File: src/rtl/des_block_cipher_top_defines.svh
// assertion macros for the des block cipher
`ifndef DES_BLOCK_CIPHER_TOP_DEFINES_SVH
`define DES_BLOCK_CIPHER_TOP_DEFINES_SVH
`ifndef SYNTHESIS
`define DESBC_ASSERT_IMP(lbl, clk, rstn, ante, cons) \
  lbl: assert property (@(posedge clk) disable iff (!rstn) (ante) |-> (cons)) \
    else $error("desbc same-cycle check failed");
`define DESBC_ASSERT_NEXT(lbl, clk, rstn, ante, cons) \
  lbl: assert property (@(posedge clk) disable iff (!rstn) (ante) |=> (cons)) \
    else $error("desbc next-cycle check failed");
`else
`define DESBC_ASSERT_IMP(lbl, clk, rstn, ante, cons)
`define DESBC_ASSERT_NEXT(lbl, clk, rstn, ante, cons)
`endif
`endif

File: src/rtl/desbc_pkg.sv
// des block cipher package: mode codes, command struct, permutation and s-box functions
`timescale 1ns / 1ps
package desbc_pkg;

  localparam logic [1:0] MODE_LOAD = 2'd0;
  localparam logic [1:0] MODE_ENC  = 2'd1;
  localparam logic [1:0] MODE_DEC  = 2'd2;

  typedef struct packed {
    logic       key_we;
    logic [3:0] key_rd_addr;
    logic       load_block;
    logic       do_round;
    logic       load_out;
  } desbc_cmd_t;

  localparam logic [7:0] TAB_IP [64] = '{
    8'd58, 8'd50, 8'd42, 8'd34, 8'd26, 8'd18, 8'd10, 8'd2,
    8'd60, 8'd52, 8'd44, 8'd36, 8'd28, 8'd20, 8'd12, 8'd4,
    8'd62, 8'd54, 8'd46, 8'd38, 8'd30, 8'd22, 8'd14, 8'd6,
    8'd64, 8'd56, 8'd48, 8'd40, 8'd32, 8'd24, 8'd16, 8'd8,
    8'd57, 8'd49, 8'd41, 8'd33, 8'd25, 8'd17, 8'd9,  8'd1,
    8'd59, 8'd51, 8'd43, 8'd35, 8'd27, 8'd19, 8'd11, 8'd3,
    8'd61, 8'd53, 8'd45, 8'd37, 8'd29, 8'd21, 8'd13, 8'd5,
    8'd63, 8'd55, 8'd47, 8'd39, 8'd31, 8'd23, 8'd15, 8'd7
  };

  localparam logic [7:0] TAB_FP [64] = '{
    8'd40, 8'd8, 8'd48, 8'd16, 8'd56, 8'd24, 8'd64, 8'd32,
    8'd39, 8'd7, 8'd47, 8'd15, 8'd55, 8'd23, 8'd63, 8'd31,
    8'd38, 8'd6, 8'd46, 8'd14, 8'd54, 8'd22, 8'd62, 8'd30,
    8'd37, 8'd5, 8'd45, 8'd13, 8'd53, 8'd21, 8'd61, 8'd29,
    8'd36, 8'd4, 8'd44, 8'd12, 8'd52, 8'd20, 8'd60, 8'd28,
    8'd35, 8'd3, 8'd43, 8'd11, 8'd51, 8'd19, 8'd59, 8'd27,
    8'd34, 8'd2, 8'd42, 8'd10, 8'd50, 8'd18, 8'd58, 8'd26,
    8'd33, 8'd1, 8'd41, 8'd9,  8'd49, 8'd17, 8'd57, 8'd25
  };

  localparam logic [7:0] TAB_E [48] = '{
    8'd32, 8'd1,  8'd2,  8'd3,  8'd4,  8'd5,  8'd4,  8'd5,  8'd6,  8'd7,  8'd8,  8'd9,
    8'd8,  8'd9,  8'd10, 8'd11, 8'd12, 8'd13, 8'd12, 8'd13, 8'd14, 8'd15, 8'd16, 8'd17,
    8'd16, 8'd17, 8'd18, 8'd19, 8'd20, 8'd21, 8'd20, 8'd21, 8'd22, 8'd23, 8'd24, 8'd25,
    8'd24, 8'd25, 8'd26, 8'd27, 8'd28, 8'd29, 8'd28, 8'd29, 8'd30, 8'd31, 8'd32, 8'd1
  };

  localparam logic [7:0] TAB_P [32] = '{
    8'd16, 8'd7,  8'd20, 8'd21, 8'd29, 8'd12, 8'd28, 8'd17,
    8'd1,  8'd15, 8'd23, 8'd26, 8'd5,  8'd18, 8'd31, 8'd10,
    8'd2,  8'd8,  8'd24, 8'd14, 8'd32, 8'd27, 8'd3,  8'd9,
    8'd19, 8'd13, 8'd30, 8'd6,  8'd22, 8'd11, 8'd4,  8'd25
  };

  localparam logic [3:0] TAB_S [8][64] = '{
    '{4'd14, 4'd4, 4'd13, 4'd1, 4'd2, 4'd15, 4'd11, 4'd8,
      4'd3, 4'd10, 4'd6, 4'd12, 4'd5, 4'd9, 4'd0, 4'd7,
      4'd0, 4'd15, 4'd7, 4'd4, 4'd14, 4'd2, 4'd13, 4'd1,
      4'd10, 4'd6, 4'd12, 4'd11, 4'd9, 4'd5, 4'd3, 4'd8,
      4'd4, 4'd1, 4'd14, 4'd8, 4'd13, 4'd6, 4'd2, 4'd11,
      4'd15, 4'd12, 4'd9, 4'd7, 4'd3, 4'd10, 4'd5, 4'd0,
      4'd15, 4'd12, 4'd8, 4'd2, 4'd4, 4'd9, 4'd1, 4'd7,
      4'd5, 4'd11, 4'd3, 4'd14, 4'd10, 4'd0, 4'd6, 4'd13},
    '{4'd15, 4'd1, 4'd8, 4'd14, 4'd6, 4'd11, 4'd3, 4'd4,
      4'd9, 4'd7, 4'd2, 4'd13, 4'd12, 4'd0, 4'd5, 4'd10,
      4'd3, 4'd13, 4'd4, 4'd7, 4'd15, 4'd2, 4'd8, 4'd14,
      4'd12, 4'd0, 4'd1, 4'd10, 4'd6, 4'd9, 4'd11, 4'd5,
      4'd0, 4'd14, 4'd7, 4'd11, 4'd10, 4'd4, 4'd13, 4'd1,
      4'd5, 4'd8, 4'd12, 4'd6, 4'd9, 4'd3, 4'd2, 4'd15,
      4'd13, 4'd8, 4'd10, 4'd1, 4'd3, 4'd15, 4'd4, 4'd2,
      4'd11, 4'd6, 4'd7, 4'd12, 4'd0, 4'd5, 4'd14, 4'd9},
    '{4'd10, 4'd0, 4'd9, 4'd14, 4'd6, 4'd3, 4'd15, 4'd5,
      4'd1, 4'd13, 4'd12, 4'd7, 4'd11, 4'd4, 4'd2, 4'd8,
      4'd13, 4'd7, 4'd0, 4'd9, 4'd3, 4'd4, 4'd6, 4'd10,
      4'd2, 4'd8, 4'd5, 4'd14, 4'd12, 4'd11, 4'd15, 4'd1,
      4'd13, 4'd6, 4'd4, 4'd9, 4'd8, 4'd15, 4'd3, 4'd0,
      4'd11, 4'd1, 4'd2, 4'd12, 4'd5, 4'd10, 4'd14, 4'd7,
      4'd1, 4'd10, 4'd13, 4'd0, 4'd6, 4'd9, 4'd8, 4'd7,
      4'd4, 4'd15, 4'd14, 4'd3, 4'd11, 4'd5, 4'd2, 4'd12},
    '{4'd7, 4'd13, 4'd14, 4'd3, 4'd0, 4'd6, 4'd9, 4'd10,
      4'd1, 4'd2, 4'd8, 4'd5, 4'd11, 4'd12, 4'd4, 4'd15,
      4'd13, 4'd8, 4'd11, 4'd5, 4'd6, 4'd15, 4'd0, 4'd3,
      4'd4, 4'd7, 4'd2, 4'd12, 4'd1, 4'd10, 4'd14, 4'd9,
      4'd10, 4'd6, 4'd9, 4'd0, 4'd12, 4'd11, 4'd7, 4'd13,
      4'd15, 4'd1, 4'd3, 4'd14, 4'd5, 4'd2, 4'd8, 4'd4,
      4'd3, 4'd15, 4'd0, 4'd6, 4'd10, 4'd1, 4'd13, 4'd8,
      4'd9, 4'd4, 4'd5, 4'd11, 4'd12, 4'd7, 4'd2, 4'd14},
    '{4'd2, 4'd12, 4'd4, 4'd1, 4'd7, 4'd10, 4'd11, 4'd6,
      4'd8, 4'd5, 4'd3, 4'd15, 4'd13, 4'd0, 4'd14, 4'd9,
      4'd14, 4'd11, 4'd2, 4'd12, 4'd4, 4'd7, 4'd13, 4'd1,
      4'd5, 4'd0, 4'd15, 4'd10, 4'd3, 4'd9, 4'd8, 4'd6,
      4'd4, 4'd2, 4'd1, 4'd11, 4'd10, 4'd13, 4'd7, 4'd8,
      4'd15, 4'd9, 4'd12, 4'd5, 4'd6, 4'd3, 4'd0, 4'd14,
      4'd11, 4'd8, 4'd12, 4'd7, 4'd1, 4'd14, 4'd2, 4'd13,
      4'd6, 4'd15, 4'd0, 4'd9, 4'd10, 4'd4, 4'd5, 4'd3},
    '{4'd12, 4'd1, 4'd10, 4'd15, 4'd9, 4'd2, 4'd6, 4'd8,
      4'd0, 4'd13, 4'd3, 4'd4, 4'd14, 4'd7, 4'd5, 4'd11,
      4'd10, 4'd15, 4'd4, 4'd2, 4'd7, 4'd12, 4'd9, 4'd5,
      4'd6, 4'd1, 4'd13, 4'd14, 4'd0, 4'd11, 4'd3, 4'd8,
      4'd9, 4'd14, 4'd15, 4'd5, 4'd2, 4'd8, 4'd12, 4'd3,
      4'd7, 4'd0, 4'd4, 4'd10, 4'd1, 4'd13, 4'd11, 4'd6,
      4'd4, 4'd3, 4'd2, 4'd12, 4'd9, 4'd5, 4'd15, 4'd10,
      4'd11, 4'd14, 4'd1, 4'd7, 4'd6, 4'd0, 4'd8, 4'd13},
    '{4'd4, 4'd11, 4'd2, 4'd14, 4'd15, 4'd0, 4'd8, 4'd13,
      4'd3, 4'd12, 4'd9, 4'd7, 4'd5, 4'd10, 4'd6, 4'd1,
      4'd13, 4'd0, 4'd11, 4'd7, 4'd4, 4'd9, 4'd1, 4'd10,
      4'd14, 4'd3, 4'd5, 4'd12, 4'd2, 4'd15, 4'd8, 4'd6,
      4'd1, 4'd4, 4'd11, 4'd13, 4'd12, 4'd3, 4'd7, 4'd14,
      4'd10, 4'd15, 4'd6, 4'd8, 4'd0, 4'd5, 4'd9, 4'd2,
      4'd6, 4'd11, 4'd13, 4'd8, 4'd1, 4'd4, 4'd10, 4'd7,
      4'd9, 4'd5, 4'd0, 4'd15, 4'd14, 4'd2, 4'd3, 4'd12},
    '{4'd13, 4'd2, 4'd8, 4'd4, 4'd6, 4'd15, 4'd11, 4'd1,
      4'd10, 4'd9, 4'd3, 4'd14, 4'd5, 4'd0, 4'd12, 4'd7,
      4'd1, 4'd15, 4'd13, 4'd8, 4'd10, 4'd3, 4'd7, 4'd4,
      4'd12, 4'd5, 4'd6, 4'd11, 4'd0, 4'd14, 4'd9, 4'd2,
      4'd7, 4'd11, 4'd4, 4'd1, 4'd9, 4'd12, 4'd14, 4'd2,
      4'd0, 4'd6, 4'd10, 4'd13, 4'd15, 4'd3, 4'd5, 4'd8,
      4'd2, 4'd1, 4'd14, 4'd7, 4'd4, 4'd10, 4'd8, 4'd13,
      4'd15, 4'd12, 4'd9, 4'd0, 4'd3, 4'd5, 4'd6, 4'd11}
  };

  // table entry n gives the source bit of output bit n; bits are counted from the msb, starting at one
  function automatic logic [63:0] perm_ip(input logic [63:0] src);
    logic [63:0] res;
    for (int i = 0; i < 64; i++) begin
      res[63-i] = src[64-int'(TAB_IP[i])];
    end
    return res;
  endfunction

  function automatic logic [63:0] perm_fp(input logic [63:0] src);
    logic [63:0] res;
    for (int i = 0; i < 64; i++) begin
      res[63-i] = src[64-int'(TAB_FP[i])];
    end
    return res;
  endfunction

  function automatic logic [47:0] expand_e(input logic [31:0] src);
    logic [47:0] res;
    for (int i = 0; i < 48; i++) begin
      res[47-i] = src[32-int'(TAB_E[i])];
    end
    return res;
  endfunction

  function automatic logic [31:0] perm_p(input logic [31:0] src);
    logic [31:0] res;
    for (int i = 0; i < 32; i++) begin
      res[31-i] = src[32-int'(TAB_P[i])];
    end
    return res;
  endfunction

  function automatic logic [31:0] feistel_f(input logic [31:0] half, input logic [47:0] key);
    logic [47:0] x;
    logic [5:0]  six;
    logic [31:0] s_out;
    x = expand_e(half) ^ key;
    for (int b = 0; b < 8; b++) begin
      six = x[47-6*b -: 6];
      // row from the outer bits, column from the inner four
      s_out[31-4*b -: 4] = TAB_S[b][{six[5], six[0], six[4:1]}];
    end
    return perm_p(s_out);
  endfunction

endpackage

File: src/rtl/desbc_ctrl.sv
// des block cipher controller: item decode and round sequencing
`timescale 1ns / 1ps
module desbc_ctrl (
  input  logic                  clk_i,
  input  logic                  rst_ni,
  input  logic                  in_valid_i,
  input  logic [1:0]            in_mode_i,
  output logic                  in_ready_o,
  input  logic                  out_ready_i,
  output logic                  out_valid_o,
  output desbc_pkg::desbc_cmd_t cmd_o
);

  localparam logic [1:0] ST_IDLE   = 2'd0;
  localparam logic [1:0] ST_ROUND  = 2'd1;
  localparam logic [1:0] ST_FINISH = 2'd2;

  logic [1:0] state_q, state_d;
  logic [3:0] rnd_q, rnd_d;
  logic       dec_q, dec_d;
  logic       out_valid_q, out_valid_d;

  always_comb begin
    state_d    = state_q;
    rnd_d      = rnd_q;
    dec_d      = dec_q;
    in_ready_o = 1'b0;
    cmd_o      = '0;
    case (state_q)
      ST_IDLE: begin
        in_ready_o = 1'b1;
        // first key: entry 0 for encrypt, entry 15 for decrypt
        cmd_o.key_rd_addr = {4{in_mode_i == desbc_pkg::MODE_DEC}};
        // ready is high throughout idle, so valid alone marks a transfer
        if (in_valid_i) begin
          case (in_mode_i)
            desbc_pkg::MODE_LOAD: begin
              cmd_o.key_we = 1'b1;
            end
            desbc_pkg::MODE_ENC, desbc_pkg::MODE_DEC: begin
              cmd_o.load_block = 1'b1;
              dec_d   = (in_mode_i == desbc_pkg::MODE_DEC);
              rnd_d   = '0;
              state_d = ST_ROUND;
            end
            default: begin
            end
          endcase
        end
      end
      ST_ROUND: begin
        cmd_o.do_round    = 1'b1;
        rnd_d             = rnd_q + 4'd1;
        // prefetch the key of the following round
        cmd_o.key_rd_addr = rnd_d ^ {4{dec_q}};
        if (rnd_q == 4'hF) begin
          state_d = ST_FINISH;
        end
      end
      ST_FINISH: begin
        if (!out_valid_q || out_ready_i) begin
          cmd_o.load_out = 1'b1;
          state_d        = ST_IDLE;
        end
      end
      default: begin
        state_d = ST_IDLE;
      end
    endcase
  end

  always_comb begin
    out_valid_d = out_valid_q;
    if (cmd_o.load_out) begin
      out_valid_d = 1'b1;
    end else if (out_ready_i) begin
      out_valid_d = 1'b0;
    end
  end

  assign out_valid_o = out_valid_q;

  always_ff @(posedge clk_i or negedge rst_ni) begin
    if (!rst_ni) begin
      state_q     <= ST_IDLE;
      rnd_q       <= '0;
      dec_q       <= 1'b0;
      out_valid_q <= 1'b0;
    end else begin
      state_q     <= state_d;
      rnd_q       <= rnd_d;
      dec_q       <= dec_d;
      out_valid_q <= out_valid_d;
    end
  end

endmodule

File: src/rtl/desbc_dp.sv
// des block cipher datapath: round key memory, feistel round and output register
`timescale 1ns / 1ps
module desbc_dp (
  input  logic                  clk_i,
  input  desbc_pkg::desbc_cmd_t cmd_i,
  input  logic [3:0]            key_index_i,
  input  logic [47:0]           round_key_i,
  input  logic [63:0]           block_in_i,
  output logic [63:0]           block_out_o
);

  logic [47:0] key_mem [16];
  logic [47:0] key_rd_q;
  logic [31:0] l_q;
  logic [31:0] r_q;
  logic [63:0] ip_val;
  logic [63:0] out_q;

  always_ff @(posedge clk_i) begin
    if (cmd_i.key_we) begin
      key_mem[key_index_i] <= round_key_i;
    end
    key_rd_q <= key_mem[cmd_i.key_rd_addr];
  end

  assign ip_val = desbc_pkg::perm_ip(block_in_i);

  always_ff @(posedge clk_i) begin
    if (cmd_i.load_block) begin
      l_q <= ip_val[63:32];
      r_q <= ip_val[31:0];
    end else if (cmd_i.do_round) begin
      l_q <= r_q;
      r_q <= desbc_pkg::feistel_f(r_q, key_rd_q) ^ l_q;
    end
  end

  // halves swapped before the final permutation
  always_ff @(posedge clk_i) begin
    if (cmd_i.load_out) begin
      out_q <= desbc_pkg::perm_fp({r_q, l_q});
    end
  end

  assign block_out_o = out_q;

endmodule

File: src/rtl/des_block_cipher_top.sv
// des block cipher top level: stream ports, controller and datapath
//
// Input stream: s_axis_tuser_i carries the item kind (load round key, encrypt,
// decrypt), s_axis_tdata_i the key index, round key and data block.
// A load transfer writes one entry of the sixteen-entry round key table and
// gives no output. Kind code 3 is dropped without effect.
// An encrypt or decrypt transfer runs sixteen feistel rounds, one per cycle,
// each using one round key read from the key memory (prefetched into a
// read register ahead of its round). Once a block is accepted, the sixteen
// rounds run, then the final permutation loads the output register; no new
// item is taken until the block has reached the output register.
// The result waits in an output register; the block accepts the next item
// while it waits, and only a second finished block stalls on a busy receiver.
// Reset clears the controller and output valid; the key table is not cleared
// and every entry a block uses must be loaded first.
`timescale 1ns / 1ps
`include "des_block_cipher_top_defines.svh"
module des_block_cipher_top (
  input  logic         clk_i,
  input  logic         rst_ni,
  input  logic         s_axis_tvalid_i,
  output logic         s_axis_tready_o,
  // [3:0] key_index, [51:4] round_key, [115:52] block_in, [119:116] zero
  input  logic [119:0] s_axis_tdata_i,
  // [1:0] mode
  input  logic [1:0]   s_axis_tuser_i,
  output logic         m_axis_tvalid_o,
  input  logic         m_axis_tready_i,
  // [63:0] block_out
  output logic [63:0]  m_axis_tdata_o
);

  desbc_pkg::desbc_cmd_t cmd;
  logic                  s_acc;
  logic                  blk_acc;

  desbc_ctrl u_ctrl (
    .clk_i       (clk_i),
    .rst_ni      (rst_ni),
    .in_valid_i  (s_axis_tvalid_i),
    .in_mode_i   (s_axis_tuser_i),
    .in_ready_o  (s_axis_tready_o),
    .out_ready_i (m_axis_tready_i),
    .out_valid_o (m_axis_tvalid_o),
    .cmd_o       (cmd)
  );

  desbc_dp u_dp (
    .clk_i       (clk_i),
    .cmd_i       (cmd),
    .key_index_i (s_axis_tdata_i[3:0]),
    .round_key_i (s_axis_tdata_i[51:4]),
    .block_in_i  (s_axis_tdata_i[115:52]),
    .block_out_o (m_axis_tdata_o)
  );

  assign s_acc   = s_axis_tvalid_i && s_axis_tready_o;
  assign blk_acc = s_acc && ((s_axis_tuser_i == desbc_pkg::MODE_ENC) ||
                             (s_axis_tuser_i == desbc_pkg::MODE_DEC));

  `DESBC_ASSERT_NEXT(a_block_starts_rounds, clk_i, rst_ni, blk_acc, cmd.do_round)
  `DESBC_ASSERT_IMP(a_no_accept_in_rounds, clk_i, rst_ni, cmd.do_round, !s_axis_tready_o)
  `DESBC_ASSERT_IMP(a_out_free_on_load, clk_i, rst_ni, cmd.load_out, !m_axis_tvalid_o || m_axis_tready_i)
  `DESBC_ASSERT_NEXT(a_load_gives_valid, clk_i, rst_ni, cmd.load_out, m_axis_tvalid_o)

endmodule
File: config.mk
export PLATFORM = sky130hd
export DESIGN_NAME = des_block_cipher_top
export DESIGN_NICKNAME = d
export VERILOG_FILES = /design/src/rtl/desbc_pkg.sv /design/src/rtl/desbc_ctrl.sv /design/src/rtl/desbc_dp.sv /design/src/rtl/des_block_cipher_top.sv
export VERILOG_INCLUDE_DIRS = /design/src /design/src/rtl
export SDC_FILE = /design/constraint.sdc
export NUM_CORES = 1
export LEC_CHECK = 0
export ABC_CLOCK_PERIOD_IN_PS = 5500
export BUFFER_PORTS_ARGS = -buffer_cell sky130_fd_sc_hd__buf_2
export CAP_MARGIN = 20
export CORE_MARGIN = 1
export CORE_UTILIZATION = 55
export CTS_CLUSTER_DIAMETER = 30
export CTS_CLUSTER_SIZE = 25
export DETAILED_ROUTE_END_ITERATION = 10
export GPL_TIMING_DRIVEN = 1
export MAX_ROUTING_LAYER = met4
export PLACE_DENSITY = 0.72
export SYNTH_ARGS = -nofsm -noshare
export SYNTH_HDL_FRONTEND = slang
export SYNTH_SLANG_ARGS = --single-unit
File: constraint.sdc
create_clock -name clk_i -period 5.5 [get_ports clk_i]
set_input_delay 0.55 -clock clk_i [delete_from_list [all_inputs] [get_ports clk_i]]
set_output_delay 0.55 -clock clk_i [all_outputs]
set_load 0.05 [all_outputs]
# ---- Yosys cells after proc, flatten, opt, wreduce, memory -nomap -nowiden
# Memory sizes are Yosys's and may differ from the RTL's. A register that Yosys moved wholly into a read port is not among the register bits.
# Cells that the tools add are included.
dict set report totals {
  rom_bits 2048
  mem_bits_rw 768
  ff_bits 136
  memories 9
  out_inout_bits 66
  wordCells 99
}
# memory depth width rd rd_ports_with_merged_regs write_ports line
set memory_table {}
lappend memory_table {u_dp.key_mem 16 48 1 1 1 desbc_dp.sv:12} ;# logic [47:0] key_mem [16];
lappend memory_table {{(no name shown)} 64 4 1 0 0 desbc_pkg.sv:161} ;# s_out[31-4*b -: 4] = TAB_S[b][{six[5], six[0], six[4:1]}];
lappend memory_table {{(no name shown)} 64 4 1 0 0 desbc_pkg.sv:161}
lappend memory_table {{(no name shown)} 64 4 1 0 0 desbc_pkg.sv:161}
lappend memory_table {{(no name shown)} 64 4 1 0 0 desbc_pkg.sv:161}
lappend memory_table {{(no name shown)} 64 4 1 0 0 desbc_pkg.sv:161}
lappend memory_table {{+3 memories} n/a n/a n/a n/a n/a n/a}
dict set report classes {
  bitwise_logic 11
  n_eq_ne 9
  reduce_logical 11
  n_mux 43
  magnitude_cmp 8
  addsub 1
}
# operator count
set op_table {}
lappend op_table {{32-bit two-way mux} 4}
lappend op_table {{4-bit two-way mux} 18}
lappend op_table {{7-bit >= comparator, second input constant} 8}
lappend op_table {{6-bit NOT with 7-bit output} 8}
lappend op_table {{48-bit XOR} 1}
lappend op_table {{32-bit XOR} 1}
lappend op_table {{4-bit one-hot mux with 2 select lines} 2}
lappend op_table {{1-bit two-way mux} 14}
lappend op_table {{2-bit two-way mux} 4}
lappend op_table {{2-bit one-hot mux with 3 select lines} 1}
lappend op_table {{3-bit AND reduction} 2}
lappend op_table {{2-bit nonzero test} 3}
lappend op_table {{4-bit by 1-bit adder with 4-bit output, second input constant} 1}
lappend op_table {{2-bit by 1-bit equality test with 1-bit output, second input constant} 2}
lappend op_table {{2-bit equality test, second input constant} 2}
lappend op_table {{4-bit equality test, second input constant} 1}
lappend op_table {{2-bit logical NOT} 2}
lappend op_table {{2-bit by 1-bit != test with 1-bit output, second input constant} 2}
lappend op_table {{2-bit != test, second input constant} 2}
lappend op_table {{4-bit AND reduction} 1}
lappend op_table {{4-bit XOR} 1}
lappend op_table {{2-bit OR reduction} 1}
lappend op_table {{1-bit logical NOT} 1}
lappend op_table {{1-bit logical OR} 1}

# ---- Longest topological paths before layout
# Gate-level depths: netlist of run 1.
dict set report depth {
  ltp_word 8
  mapped_depth 12
  mapped_depth_nobuf 9
}

# ---- Cells and area by module
# Synthesis of run 1 repeated with hierarchy kept, for this count alone.
dict set report unflattened {
  cells_unflattened 2209
  area_unflattened_um2 40876.7
}
# mod instances area_per_inst_um2 cells_per_inst
set by_module_without_submodules {}
lappend by_module_without_submodules {desbc_dp 1 40336.2 2154}
lappend by_module_without_submodules {desbc_ctrl 1 540.5 55}

# ---- Least setup slack after synthesis of run 1
# OpenSTA, ideal clock, no wires.
dict set report synth_path {
  path_kind {register to register}
  start {register u_ctrl.state_q[0]}
  end {memory u_dp.key_mem[0][0], enable pin}
  stages_incl_launch_ff 6
  path_buffers 1
  setup_time_ps 513
  arrival_time_ps 5225
  slack_ps -239
  synth_period_minus_slack_ps 5739
  path_cell_list {dfrtp_1 -> buf_2 -> nor2_1 -> nand3_1 -> or3_1 -> nor3_1}
}
dict set report synth_via {
  elab_chain_cells 4
}
# item line
set synth_rtl {}
lappend synth_rtl {{start, declared} desbc_ctrl.sv:18} ;# logic [1:0] state_q, state_d;
lappend synth_rtl {{start signal, assigned} desbc_ctrl.sv:90} ;# state_q <= state_d;
lappend synth_rtl {{2-bit logical NOT} desbc_ctrl.sv:29} ;# case (state_q)
lappend synth_rtl {{1-bit two-way mux} desbc_ctrl.sv:29}
lappend synth_rtl {{1-bit two-way mux} desbc_dp.sv:20} ;# if (cmd_i.key_we) begin
lappend synth_rtl {{1-bit two-way mux (implied by the code)} desbc_dp.sv:21} ;# key_mem[key_index_i] <= round_key_i;
lappend synth_rtl {{end, declared} desbc_dp.sv:12}
# Every way passes these cells.

# ---- Final worst setup path of run 1
dict set report layout_path {
  start {register u_ctrl.rnd_q[0]}
  end {register u_dp.key_rd_q[1] (read register of u_dp.key_mem)}
}
dict set report layout_via {
  elab_chain_cells 3
}
# item line
set layout_rtl {}
lappend layout_rtl {{start, declared} desbc_ctrl.sv:19} ;# logic [3:0] rnd_q, rnd_d;
lappend layout_rtl {{start signal, assigned} desbc_ctrl.sv:91} ;# rnd_q <= rnd_d;
lappend layout_rtl {{4-bit by 1-bit adder with 4-bit output} desbc_ctrl.sv:53} ;# rnd_d = rnd_q + 4'd1;
lappend layout_rtl {{4-bit XOR} desbc_ctrl.sv:55} ;# cmd_o.key_rd_addr = rnd_d ^ {4{dec_q}};
lappend layout_rtl {{4-bit one-hot mux with 2 select lines} desbc_ctrl.sv:29}
lappend layout_rtl {{end, declared} desbc_dp.sv:13} ;# logic [47:0] key_rd_q;
# Every way passes these cells.
# A chain may end at the register's enable or synchronous reset.

==> impl_results.md, run 1 <==
* Status: complete, no violations
* DIE AREA at 77200 um^2
* Initial Util at 0.559
* Core footprint at 74800 um^2
* Post-CTS Setup Inserts at 0
* WL met2 at 53100 um
* P&R area growth vs syn at 18.8%
* Initial DRC Count at 3178
* Max_slew headroom at 0.255
* FF+latch count, synth at 952
* Fin crit period at 4.02 ns
* Final wirelength at 110000 um
* Setup CP Type: reg2reg
* Die width at 278 um
* Yosys warns at 0
* Area of the multi-input gates at 12900 um^2
* RSZ-0062 raised after global routing: false
* Fillers at 4998
* CP Capture Type: flop
* H-tree depth at 4
* Slew @ Worst Pin at 1.11 ns
* Fraction of registers with async set/reset at 0.00840
* Post-Route Utilization at 0.664
* First-pass GRT wire length at 164000 um
* Avg Synthesized Cell Area at 15.0 um^2
* WP data required at 6.07 ns
* FP Rows at 100
* Hold Vio Cnt, Final at 0
* Die H at 278 um
* Area leader, netlist: edfxtp_1
* Largest net degree at the start of global routing at 89
* Most common cell after layout, fill and taps aside: edfxtp_1
* Final nets at 3203
* Met1 wire length at 44100 um
* CP Data Arrival Time at 4.59 ns
* Syn Nets at 2988
* DR top layer: met4
* Final cell count without fillers at 4129
* CTS Sinks at 952
* Top-Level Pins at 192
* Routed wire per std cell at 26.6 um
* Sequential area share after synthesis at 0.671
* Total grt overflow at 0
* Depth of the most critical reg-to-reg path at 9
* Cell count after synthesis at 2797
* Layout cell share with drive strength beyond 1 at 0.250
* RePlAce Congestion at 0.886
* DRC Markers at 0
* Most frequent cells in the layout: edfxtp_1 (896), nand2_1 (281), buf_2 (187)
* Total track usage at 0.291
* Fin. max-slew vios at 0
* Clock Tree Buf Depth at 3
* CTS tree: done
* IO Port Bufs at 187
* Vias in the first global route at 26675
* Startpoint Class: flop
* Part of the cycle the worst path needs at 0.730
* Final Skew at 0.0302 ns
* Met3 Wirelength at 9950 um
* Max-cap viol count at 0
* Fmax at 0.249 GHz
* Post-route ant nets at 0
* Clock-pin transition on the worst setup and hold timing paths at 0.05 ns
* Sequential Area at 28100 um^2
* Routed via count at 27047
* Post-cts repair resize count at 0
* Worst-path maximum fanout at 36
* Post-DP HPWL at 62500 um
* DRT Pass-1 Iters at 6
* Mapped Area at 41900 um^2
* Post-synth cell types at 82
* Min-Delay Path Depth at 3
* Initial antenna violation count at 13
* Final setup TNS at 0 ns
* Area contributors post-synth: edfxtp_1 (64%), mux4_2 (4.1%), o221a_2 (2.6%)
* Top_reg_cell synth: edfxtp_1
* Synth top area share at 0.643
* Number of flops mapped to enable cells by yosys at 896
* Clk Latency, worst-skew pair at 0.74 ns
* Final setup fails at 0
* Placed cell count at 3806
* HP Class: in2reg
* CTS buffer count at 164
* Via density at 6.55
* Root buf cell: clkbuf_16
timing repair:
| item | in CTS | in global routing |
|---|---|---|
| endpoints found under the hold margin | 8 | 0 |
| hold buffers | 1 | 0 |
| endpoints found under the setup margin | 0 | 0 |
critical path, cell delays in order, from the launching register on:
cell      delay (ns)
dfrtp_1         0.43
ha_1            0.28
xor3_1          0.49
mux2i_4         0.61
buf_4           0.66
nor2_4          0.23
buf_4           0.38
o221a_2         0.22
o31ai_1         0.36
a221oi_1        0.13
path summary, 6_finish.rpt:
path / startpoint / end / slack (ns)
max in group asynchronous: rst_ni / u_ctrl.state_q[1] / 5.03
min in group asynchronous: rst_ni / u_ctrl.dec_q / 0.24
setup reg to reg: u_ctrl.rnd_q[0] / u_dp.key_rd_q[1] / 1.48
hold / removal: s_axis_tdata_i[112] / u_dp.l_q[16] / 0.08
hold reg to reg: u_dp.l_q[16] / u_dp.block_out_o[61] / 0.49
setup / recovery: u_ctrl.rnd_q[0] / u_dp.key_rd_q[1] / 1.48
registers in the layout, indices dropped and copies added, names as in the netlist:
name                cells
u_ctrl.state_q          2
u_dp.key_rd_q          48
u_ctrl.dec_q            1
u_ctrl.out_valid_o      1
u_dp.l_q               32
u_dp.block_out_o       64
u_dp.r_q               32
u_dp.key_mem          768
u_ctrl.rnd_q            4
cells by family (layout without fill, tap and decap cells):
kind of cell	after synthesis	count (layout)	share of synthesized area
DFF	952	952	0.671
AOI/OAI and AO/OA	616	616	0.128
and+or+nand+nor	613	613	0.0639
buffers and inverters	258	611	0.0264
muxes	178	178	0.0661
xor gates and xnor gates	115	115	0.0255
adders and majority gates	65	65	0.0194
other	0	10	0
metal layers:
layer / global-route usage / vias up
met2: 0.449 / 1479
met1: 0.388 / 13596
met5: - / -
met3: 0.0599 / 207
met4: 0.0999 / 0
li1: - / 11765
per-stage QoR:
step / hold WS (ns) / setup WS [ns] / instance area, um^2
finish: 0.0826 / 1.48 / 49700
CTS: 0.0485 / 1.57 / 49600
global route: 0.0635 / 1.44 / 49700
global placement: 0.423 / 1.71 / 43900
floorplan: 0.254 / 0.996 / 41900
detailed placement: 0.425 / 1.68 / 43900
Yosys cell counts, types with 25 or more instances:
cell type  count
a221oi_2      29
a32o_1        49
buf_2         49
clkbuf_1     136
dfxtp_1       48
edfxtp_1     896
ha_1          65
inv_1         44
mux2i_1       95
mux4_2        77
nand2_1      282
nand3_1       36
nor2_1       128
nor3_1       100
o211ai_1      25
o21ai_0       35
o221a_2       98
o221ai_1      55
o22ai_1       49
o31ai_1       61
o32ai_1       48
xnor2_1       66
xor2_1        42
layout make-up:
type	instances	share of cell area
diodes	10	0.000503
well taps	969	0.0244
flip-flops and latches	952	0.565
inverters	51	0.00385
multi-input cells	1587	0.260
clock inverters	110	0.0268
clock buffers	194	0.0875
repair buffers	256	0.0326
Power of run 1 is left out: the tool's default activity adds up to more than one toggle a clock period on the data nets, which glitch-free logic cannot reach.
==> inputs of run 2 (changes only) <==
--- a/config.mk
+++ b/config.mk
@@ -6,7 +6,7 @@
 export SDC_FILE = /design/constraint.sdc
 export NUM_CORES = 1
 export LEC_CHECK = 0
-export ABC_CLOCK_PERIOD_IN_PS = 5500
+export ABC_CLOCK_PERIOD_IN_PS = 3290
 export BUFFER_PORTS_ARGS = -buffer_cell sky130_fd_sc_hd__buf_2
 export CAP_MARGIN = 20
 export CORE_MARGIN = 1
@@ -16,7 +16,7 @@
 export DETAILED_ROUTE_END_ITERATION = 10
 export GPL_TIMING_DRIVEN = 1
 export MAX_ROUTING_LAYER = met4
-export PLACE_DENSITY = 0.72
+export PLACE_DENSITY = 0.74
 export SYNTH_ARGS = -nofsm -noshare
 export SYNTH_HDL_FRONTEND = slang
 export SYNTH_SLANG_ARGS = --single-unit
==> constraint.sdc (replaced) <==
create_clock -name clk_i -period 3.29 [get_ports clk_i]
set_input_delay 0.329 -clock clk_i [delete_from_list [all_inputs] [get_ports clk_i]]
set_output_delay 0.329 -clock clk_i [all_outputs]
set_load 0.05 [all_outputs]
==> impl_results.md, run 2 (synthesis results as in run 1) <==
* Status: complete, no violations
* Vias in the first global route at 27973 (+4.9%)
* R2R Path End: u_dp.key_rd_q[7]
* Final cell count without fillers at 4307 (+4.3%)
* Layout cell share with drive strength beyond 1 at 0.260 (+0.00981)
* Clock Tree Buf Depth at 3 (unchanged)
* Core footprint at 74800 um^2 (unchanged)
* Post-route ant nets at 0 (unchanged)
* Startpoint Class: flop
* Design area at 51400 um^2 (+3.3%)
* Die H at 278 um (unchanged)
* Final nets at 3383 (+5.6%)
* DRC Markers at 0 (unchanged)
* Total grt overflow at 0 (unchanged)
* Final setup fails at 0 (unchanged)
* Hold Vio Cnt, Final at 0 (unchanged)
* Largest net degree at the start of global routing at 97 (+9.0%)
* Reg-to-reg slack, setup at 0.20 ns (-1.28 ns)
* WP data required at 3.85 ns (-2.22 ns)
* HP Class: in2reg
* H-tree depth at 4 (unchanged)
* Die width at 278 um (unchanged)
* DRT Pass-1 Iters at 6 (unchanged)
* Part of the cycle the worst path needs at 0.939 (+0.208)
* RSZ-0062 raised after global routing: false
* FP Rows at 100 (unchanged)
* Most common cell after layout, fill and taps aside: edfxtp_1
* Fillers at 4763 (-4.7%)
* Fin crit period at 3.09 ns (-0.928 ns)
* Worst-path maximum fanout at 14 (-61%)
* DP Area at 44800 um^2 (+2.1%)
* Clk Latency, worst-skew pair at 0.74 ns (about the same)
* Critical path origin: u_ctrl.rnd_q[0]
* Clock-pin transition on the worst setup and hold timing paths at 0.05 ns (about the same)
* Root buf cell: clkbuf_16
* Fmax at 0.324 GHz (+30%)
* Depth of the most critical reg-to-reg path at 8 (-1)
* P&R area growth vs syn at 22.7%
* Placed cell count at 3896 (+2.4%)
* CTS Sinks at 952 (unchanged)
* Min-Delay Path Depth at 4 (+1)
* Largest register FFs at 768 (unchanged)
* Max-cap viol count at 0 (unchanged)
* Worst reg2reg path startpoint: u_ctrl.rnd_q[0]
* Via density at 6.55 (about the same)
* Routed via count at 28223 (+4.3%)
* Most frequent cells in the layout: edfxtp_1 (896), nand2_1 (281), buf_2 (187)
* Final Skew at 0.0434 ns (+0.0132 ns)
* Initial antenna violation count at 7 (-6)
* Total track usage at 0.307 (+0.0154)
* CP Data Arrival Time at 3.65 ns (-0.94 ns)
* DIE AREA at 77200 um^2 (unchanged)
* Slew @ Worst Pin at 0.898 ns (-0.212 ns)
* Largest reg by FF count: u_dp.key_mem
* Post-Route Utilization at 0.686 (+0.0220)
* Max_slew headroom at 0.399 (+0.145)
* Initial DRC Count at 3297 (+3.7%)
* Setup crit end: u_dp.key_rd_q[7]
* Final setup TNS at 0 ns (unchanged)
* Post-CTS Setup Inserts at 0 (unchanged)
* First-pass GRT wire length at 172000 um (+4.8%)
* Fin. max-slew vios at 0 (unchanged)
* CP Capture Type: flop
* Setup CP Type: reg2reg
* Initial Util at 0.559 (unchanged)
* RePlAce Congestion at 0.926 (+4.6%)
* Post-DP HPWL at 64600 um (+3.3%)
* Final wirelength at 116000 um (+5.1%)
* CTS buffer count at 161 (-1.8%)
* Top-Level Pins at 192 (unchanged)
* IO Port Bufs at 187 (unchanged)
* Routed wire per std cell at 26.8 um (+0.73%)
* CTS tree: done
==> run 2: layout make-up <==
cell class	count	area, um^2	share of cell area
antenna	7	17.5	0.000341
inverter	51	191	0.00373
timing repair buffer	439	3470	0.0676
tap	969	1210	0.0236
multi-input combinational	1587	12900	0.252
clock buffer	181	4160	0.0809
sequential	952	28100	0.547
clock inverter	121	1310	0.0256
==> run 2: worst min path at each step <==
stage                              from                 end  slack, ns
detailed placement               rst_ni  u_ctrl.out_valid_o       0.21
CTS                  s_axis_tdata_i[63]        u_dp.r_q[14]      0.003
global placement                 rst_ni  u_ctrl.out_valid_o       0.21
finish              s_axis_tdata_i[101]         u_dp.r_q[1]       0.03
global route        s_axis_tdata_i[101]         u_dp.r_q[1]       0.03
floorplan                        rst_ni        u_ctrl.dec_q       0.03
==> run 2: critical path, stage by stage (launching register included) <==
cell and delay, ns:
dfrtp_1 0.44, ha_1 0.29, xor3_1 0.48, mux2i_4 0.30, or2_4 0.25, nor2_4 0.13
buf_4 0.24, a32o_1 0.23, a221oi_1 0.56
==> run 2: per-stage QoR <==
stage | hold slack, ns | setup slack, ns
6_report | 0.0304 | 0.202
5_1_grt | 0.0347 | 0.111
4_1_cts | 0.00262 | 0.0630
3_5_place_dp | 0.215 | 0.125
3_3_place_gp | 0.209 | 0.161
2_1_floorplan | 0.0334 | -0.859
==> run 2: routing by layer <==
| metal | up-vias | share of wire | track usage | routed length, um |
|---|---|---|---|---|
| met5 | - | 0 | - | 0 |
| met4 | 0 | 0.031 | 0.109 | 3610 |
| met3 | 281 | 0.099 | 0.0583 | 11500 |
| met2 | 1752 | 0.48 | 0.481 | 55700 |
| met1 | 14075 | 0.39 | 0.402 | 44700 |
| li1 | 12115 | - | - | - |
==> run 2: repair_timing <==
action                     4_1_cts  5_1_grt
hold endpoints to repair       829        0
setup endpoints to repair        0        2
hold buffers                   102        0
resized for setup                0        2
Power of run 2 is left out for the same reason.
